`config.mk`:
```
export PLATFORM = sky130hd
export DESIGN_NAME = drc_area
export DESIGN_NICKNAME = d
export VERILOG_FILES = /design/src/hdl/drc_pkg.sv /design/src/hdl/drc_area.sv
export SDC_FILE = /design/constraint.sdc
export NUM_CORES = 1
export LEC_CHECK = 0
export ABC_AREA = 1
export BUFFER_PORTS_ARGS = -buffer_cell sky130_fd_sc_hd__buf_2
export CORE_ASPECT_RATIO = 0.6
export CORE_UTILIZATION = 57
export DETAILED_ROUTE_END_ITERATION = 6
export PLACE_DENSITY = 0.81
export SYNTH_ARGS = -nofsm -noshare
export SYNTH_HDL_FRONTEND = slang
export SYNTH_SLANG_ARGS = --single-unit
```
`constraint.sdc`:
```
create_clock -name vclk -period 10.3
set_input_delay 2.575 -clock vclk [all_inputs]
set_output_delay 2.575 -clock vclk [all_outputs]
set_load 0.02 [all_outputs]
```
`src/hdl/drc_pkg.sv`:
```
// shared types and constants of the dirty rectangle coalescer
`default_nettype none
package drc_pkg;
    localparam int MAX_BOXES  = 256;
    localparam int IDX_BITS   = 8;
    localparam int CNT_BITS   = 9;
    localparam int COORD_BITS = 11;
    localparam int AREA_BITS  = 2 * COORD_BITS;
    localparam int DIM_BITS   = 12;

    typedef struct packed {
        logic [COORD_BITS-1:0] l;
        logic [COORD_BITS-1:0] t;
        logic [COORD_BITS-1:0] r;
        logic [COORD_BITS-1:0] b;
    } t_box;

    typedef enum logic [1:0] {
        OP_ADD  = 2'd0,
        OP_FLIP = 2'd1,
        OP_READ = 2'd2,
        OP_NONE = 2'd3
    } t_op;

    typedef enum logic [2:0] {
        ST_MERGED   = 3'd0,
        ST_APPENDED = 3'd1,
        ST_REJECTED = 3'd2,
        ST_FULL     = 3'd3,
        ST_FLIPPED  = 3'd4,
        ST_READ_OK  = 3'd5,
        ST_BAD_IDX  = 3'd6
    } t_status;

    typedef enum logic [3:0] {
        S_IDLE, S_AREA, S_SCAN, S_EA, S_UA, S_APPEND, S_FRD, S_FLD, S_RDOUT, S_DONE
    } t_state;

    typedef struct packed {
        t_status             status;
        logic [IDX_BITS-1:0] idx;
        t_box                box;
    } t_res;
endpackage
`default_nettype wire

```
`src/hdl/drc_area.sv`:
```
// area unit: (right - left) * (bottom - top) of one box
`default_nettype none
module drc_area (
    input  wire drc_pkg::t_box                  i_box,
    output logic signed [drc_pkg::AREA_BITS:0]  o_area
);
    // a merged entry can have its bottom above its top after the height shrinks,
    // so the height and the area are signed
    logic signed [drc_pkg::COORD_BITS:0] w_dx;
    logic signed [drc_pkg::COORD_BITS:0] w_dy;

    assign w_dx   = $signed({1'b0, i_box.r}) - $signed({1'b0, i_box.l});
    assign w_dy   = $signed({1'b0, i_box.b}) - $signed({1'b0, i_box.t});
    assign o_area = w_dx * w_dy;
endmodule
`default_nettype wire
```
## After elaboration in Yosys (flattened, before gate mapping)

Index checks and enable logic that the tools add are counted.

- Word-level logic and storage cells: 3
- Bits of input ports: 44
- Bits in registers: 0
- Output and inout port bits: 23

- $add $sub $neg: 2
- $mul: 1

Operator list:

| kind | number |
|---|---|
| 11-bit by 11-bit subtractor with 12-bit output | 2 |
| 12-bit by 12-bit multiplier with 23-bit output | 1 |

## Logic depth before layout (Yosys ltp)

Gate-level depths: netlist of run 1.

- Depth after elaboration: 2
- Depth in mapped cells: 33
- Mapped depth without buffers: 32

## Worst setup path before layout of run 1

OpenSTA, ideal clock, no wires.

- Path kind: input port to output port
- Start: input i_box[0] (netlist bit)
- End: output o_area[19] (netlist bit)
- Slack: -0.444 ns
- Required time: 7.725 ns
- Arrival: 8.169 ns
- Cell stages on the path: 29
- Buffers on the path: 1
- Cell sequence: inv_1 ha_1 inv_1 fa_1 nand2_1 inv_1 o21ai_0 nand2_1 xor2_1 clkbuf_1 nand2_1 fa_1 fa_1 fa_1 inv_1 fa_1 inv_1 fa_1 inv_1 ha_1 a21o_1 nand2_1 nand2_1 a21oi_1 nand2_1 nand2_1 nand2_1 a21oi_1 xor2_1

- Longest elaborated chain between the ends: 2

RTL lines:

| element | line | source |
|---|---|---|
| start: declaration | drc_area.sv:4 | `input wire drc_pkg::t_box i_box,` |
| 11-bit by 11-bit subtractor with 12-bit output | drc_area.sv:13 | `assign w_dy = $signed({1'b0, i_box.b}) - $signed({1'b0, i_box.t});` |
| 12-bit by 12-bit multiplier with 23-bit output | drc_area.sv:14 | `assign o_area = w_dx * w_dy;` |
| end: declaration | drc_area.sv:5 | `output logic signed [drc_pkg::AREA_BITS:0] o_area` |

No other way between the ends.

## Worst setup path after layout of run 1

- Start: input i_box[35] (netlist bit)
- End: output o_area[22] (netlist bit)

- Longest elaborated chain between the ends: 2

RTL lines:

| element | line | source |
|---|---|---|
| 11-bit by 11-bit subtractor with 12-bit output | drc_area.sv:12 | `assign w_dx = $signed({1'b0, i_box.r}) - $signed({1'b0, i_box.l});` |
| 12-bit by 12-bit multiplier with 23-bit output | drc_area.sv:14 |  |

No other way between the ends.

==> flow_metrics.py, run 1 <==
metrics = {
    "routing": {
        "top_layer": "met4",
        "drtIter0Drc": 1052,
        "drt_wl_total_um": 30300,
        "drc": 6,
        "wl_per_cell_um": 24.6,
        "wl_met3_um": 4400,
        "met1_length_um": 9930,
        "dr.pass1.iters": 7,
        "vias_per_cell": 6.25,
        "vias": 7700,
        "ant_nets": 0,
        "wl_met2_um": 12900,
    },
    "yosys": {
        "synth.most_common_cell": "inv_1",
        "synth.top_cell.area_share": 0.422,
        "synthCells": 845,
        "yosysSeqAreaShare": 0,
        "yosys_warnings": 0,
        "synth_common_cells": "inv_1 (220), nand2_1 (181), fa_1 (136)",
        "synth_area_per_cell_um2": 7.64,
        "ys_top_cells_by_area": "fa_1 (42%), ha_1 (14%), inv_1 (13%), nand2_1 (11%), nor2_1 (4.7%)",
        "syn_nets": 1096,
        "yosysTopAreaCell": "fa_1",
        "synth_cell_types": 36,
        "synthesis.area_mm2": 0.00646,
    },
    "sta": {
        "setup_slack_ps": -1190,
        "fin_crit_sh": 1.12,
        "setup_tns_ps": -11820,
        "slew_violations": 0,
        "max_freq_ghz": 0.0870,
        "rsz0062_at_grt": "true",
        "slew_headroom": 0.633,
        "setup_viol": 14,
        "hold_slack_ps": 5660,
        "hold_viol": 0,
        "worstMarginPinSlew_ps": 549,
        "period_needed_ps": 11490,
    },
    "place": {
        "place_congestion": 0.963,
        "preCtsSetupSlack_ps": -602,
        "placed_area_mm2": 0.00843,
        "dpl.hpwl_um": 14900,
        "numPortBuffers": 67,
    },
    "floorplanning": {
        "boundaryPins": 67,
        "dieWidth_um": 139,
        "initial_core_util": 0.599,
        "core_area_mm2": 0.0108,
        "rows": 29,
        "dieArea_mm2": 0.0118,
        "fp.dieH_um": 84.4,
    },
    "worst_setup_path": {
        "end_kind": "primary output",
        "crit_path_max_incr_delay_ps": 580,
        "crit_top_cell": "fa_1",
        "crit_path_start_kind": "input port",
        "path_max_fanout": 6,
        "path_class": "in -> out",
        "arrival_ps": 8910,
        "cp.required_ps": 7730,
        "slowest_stage": "fa_1",
    },
    "min_path": {
        "hold_path_end": "o_area[0]",
        "hp-start": "i_box[22]",
        "hold_depth": 4,
        "hp-class": "in -> out",
    },
    "grt": {
        "antenna_found_initial": 1,
        "grt_max_degree": 11,
        "grt_pass1_vias": 7409,
        "grt_usage": 0.380,
        "overflow": 0,
        "grt_first_pass_wirelength_um": 35000,
    },
    "flow_run": {
        "maxCapViolations": 0,
    },
    "layout": {
        "num-clock-buffers": 0,
        "seq_cell_count": 0,
        "drive_above_1_share": 0.444,
        "final.fill_count": 381,
        "ff_latch_area_um2": 0,
        "area_growth_pct": 52.2,
        "multi_input_area_mm2": 0.00673,
        "postLayoutCellArea_mm2": 0.00983,
        "nets": 1345,
    },
    "outcome": {
        "outcome": "finished, violations left",
        "violations": "design-rule violations, negative setup slack",
    },
}
through the flow:
stage | cells | util
after floorplan | 845 | -
after global placement | 1198 | 0.782
after detailed placement | 1198 | 0.782
after CTS | 1213 | 0.838
after global routing | 1231 | 0.912
final | 1232 | 0.912
critical path, delay by kind of cell:
family / cells / cell delay (ps)
fa+ha+maj: 7 / 3270
simple gates: 9 / 1220
buf+inv: 10 / 1090
compound gates: 3 / 600
xor+xnor: 1 / 130
routing by layer:
metal  up-vias  GRT usage
met2       837      0.664
met1      3535      0.447
met5         -          0
li1       2987          -
met3       341     0.0833
met4         0      0.195
how the worst max path moves through the flow:
stage	slack (ps)	end	cells past startpoint	from
after floorplan	-50	o_area[19]	31	i_box[35]
after global placement	-470	o_area[19]	31	i_box[0]
after detailed placement	-600	o_area[19]	30	i_box[35]
after CTS	-310	o_area[19]	33	i_box[0]
after global routing	-1360	o_area[22]	30	i_box[35]
final	-1190	o_area[22]	30	i_box[35]
what timing repair did:
| item | CTS | global route |
|---|---|---|
| resized for setup | 121 | 168 |
| hold buffers | 0 | 0 |
| pin swaps | 79 | 68 |
| endpoints found under the setup margin | 13 | 15 |
| gates cloned | 1 | 1 |
| buffers inserted | 15 | 20 |
layout make-up:
cell class,instances,area share
diodes,1,0.000255
inverters,227,0.0910
multi-input cells,609,0.685
well taps,139,0.0177
repair buffers,254,0.204
repair inverters,2,0.00153
cell usage in the layout (no fill, tap or decap), drive strengths merged:
| master | n |
|---|---|
| a21boi | 1 |
| a21o | 5 |
| a21oi | 32 |
| a31oi | 2 |
| and3 | 1 |
| buf | 254 |
| clkinv | 2 |
| clkinvlp | 4 |
| diode | 1 |
| fa | 136 |
| ha | 71 |
| inv | 223 |
| nand2 | 183 |
| nand3 | 27 |
| nand4 | 5 |
| nor2 | 85 |
| nor3 | 4 |
| o211ai | 1 |
| o21ai | 10 |
| o21bai | 5 |
| o31a | 1 |
| o31ai | 1 |
| or2 | 4 |
| xnor2 | 11 |
| xor2 | 24 |
logic make-up after synthesis:
| logic type | count (synthesis) | synth area share |
|---|---|---|
| adder cells (fa/ha/maj) | 207 | 0.559 |
| buffers and inverters | 236 | 0.137 |
| AND/OR/NAND/NOR | 309 | 0.193 |
| XOR/XNOR | 35 | 0.0550 |
| AO/OA/AOI/OAI | 58 | 0.0550 |
Power of run 1 is not shown: default switching activity piles up to over one toggle a cycle in this logic, so the estimate is an artifact.
==> run 2, diff against run 1 <==
--- a/config.mk
+++ b/config.mk
@@ -5,7 +5,6 @@
 export SDC_FILE = /design/constraint.sdc
 export NUM_CORES = 1
 export LEC_CHECK = 0
-export ABC_AREA = 1
 export BUFFER_PORTS_ARGS = -buffer_cell sky130_fd_sc_hd__buf_2
 export CORE_ASPECT_RATIO = 0.6
 export CORE_UTILIZATION = 57
==> flow_metrics.py, run 2 <==
metrics = {
    "outcome": {
        "outcome": "finished, violations left",
        "violations": "negative setup slack",
    },
    "layout": {
        "diodes": 0,
        "final.fill_count": 582,
        "nets": 1266,
        "final_util": 0.858,
        "postLayoutCellArea_mm2": 0.00916,
        "final_cells": 1152,
        "final_common_cell": "buf_4",
        "num-clock-buffers": 0,
        "area_growth_pct": 45.0,
        "drive_above_1_share": 0.373,
        "ff_latch_area_um2": 0,
        "seq_cell_count": 0,
        "mostFrequentLayoutCells": "buf_4 (211), inv_1 (173), fa_1 (132)",
    },
    "worst_setup_path": {
        "crit_path_start_kind": "input port",
        "cp.required_ps": 7730,
        "path_max_fanout": 7,
        "crit_path_max_incr_delay_ps": 550,
        "crit_top_cell": "fa_1",
        "slowest_stage": "fa_1",
        "path_buf_inv": 10,
        "arrival_ps": 9650,
        "cp_top_family": "adder cells",
        "end_kind": "primary output",
        "path_class": "in -> out",
    },
    "sta": {
        "fin_crit_sh": 1.19,
        "slew_headroom": 0.628,
        "period_needed_ps": 12230,
        "slew_violations": 0,
        "hold_viol": 0,
        "setup_tns_ps": -15310,
        "worstMarginPinSlew_ps": 554,
        "max_freq_ghz": 0.0818,
        "setup_slack_ps": -1930,
        "rsz0062_at_grt": "true",
        "setup_viol": 15,
    },
    "grt": {
        "grt_usage": 0.351,
        "grt_first_pass_wirelength_um": 31800,
        "grt_max_degree": 10,
        "grt_pass1_vias": 6855,
        "antenna_found_initial": 0,
        "overflow": 0,
    },
    "routing": {
        "ant_nets": 0,
        "drt_wl_total_um": 19600,
        "drtIter0Drc": 454,
        "dr.pass1.iters": 5,
        "vias_per_cell": 5.44,
        "vias": 6266,
        "wl_per_cell_um": 17.0,
        "drc": 0,
    },
    "min_path": {
        "hp-start": "i_box[33]",
        "hold_depth": 5,
        "hold_path_end": "o_area[0]",
        "hp-class": "in -> out",
    },
    "yosys": {
        "yosysTopAreaCell": "fa_1",
        "synth_area_per_cell_um2": 8.40,
        "synth_common_cells": "inv_1 (186), fa_1 (136), nand2_1 (84)",
        "synth.top_cell.area_share": 0.431,
        "synth_cell_types": 50,
        "synth.most_common_cell": "inv_1",
        "ys_top_cells_by_area": "fa_1 (43%), ha_1 (14%), inv_1 (11%), nand2_1 (5.0%), xnor2_1 (4.2%)",
        "synthCells": 752,
        "syn_nets": 1003,
        "yosysSeqAreaShare": 0,
        "yosys_warnings": 0,
        "synthesis.area_mm2": 0.00632,
    },
    "place": {
        "dp.cells": 1124,
        "dpl.hpwl_um": 15900,
        "place_congestion": 0.945,
        "numPortBuffers": 67,
        "placed_area_mm2": 0.00832,
    },
    "floorplanning": {
        "initial_core_util": 0.592,
        "core_area_mm2": 0.0107,
        "boundaryPins": 67,
        "dieWidth_um": 138,
        "fp.dieH_um": 83.5,
        "dieArea_mm2": 0.0115,
        "rows": 29,
    },
    "clocking": {
        "postCtsHoldBufs": 0,
    },
    "flow_run": {
        "maxCapViolations": 0,
    },
}
## run 2: repair_timing
| action | 4_1_cts | 5_1_grt |
|---|---|---|
| gates resized for setup | 72 | 50 |
| endpoints found under the setup margin | 16 | 16 |
| setup buffers | 26 | 16 |
| pin swaps | 37 | 39 |
## run 2: cell families after synthesis
kind of cell / share of synthesized area
AOI/OAI and AO/OA: 0.0844
muxes: 0.00158
adders and majority gates: 0.572
xor gates and xnor gates: 0.0638
and+or+nand+nor: 0.158
buffers and inverters: 0.120
## run 2: metrics by stage
stage	setup WS, ps	hold slack, ps
6_report	-1930	5740
5_1_grt	-2160	5750
4_1_cts	-1790	5730
3_5_place_dp	-2020	5730
3_3_place_gp	-1750	5730
2_1_floorplan	-1280	5610
## run 2: worst max path at each step
stage	startpoint	to	slack, ps	depth (start not counted)
after floorplan	i_box[11]	o_area[22]	-1280	30
after global placement	i_box[12]	o_area[22]	-1750	28
after detailed placement	i_box[12]	o_area[22]	-2020	28
after CTS	i_box[11]	o_area[22]	-1790	32
after global routing	i_box[11]	o_area[22]	-2160	34
final	i_box[11]	o_area[22]	-1930	34
## run 2: per-layer routing
layer	track usage	vias to the layer above	part of all wire
li1	-	2815	-
met1	0.471	3084	0.41
met2	0.605	323	0.49
met3	0.0534	44	0.079
met4	0.0632	0	0.021
met5	0	-	0
## run 2: layout make-up
cell class | instances | area [µm²] | share of cell area
inverter | 186 | 711 | 0.0776
timing repair buffer | 277 | 2040 | 0.222
tap | 139 | 174 | 0.0190
multi-input combinational | 550 | 6240 | 0.681
Power of run 2 is left out for the same reason.
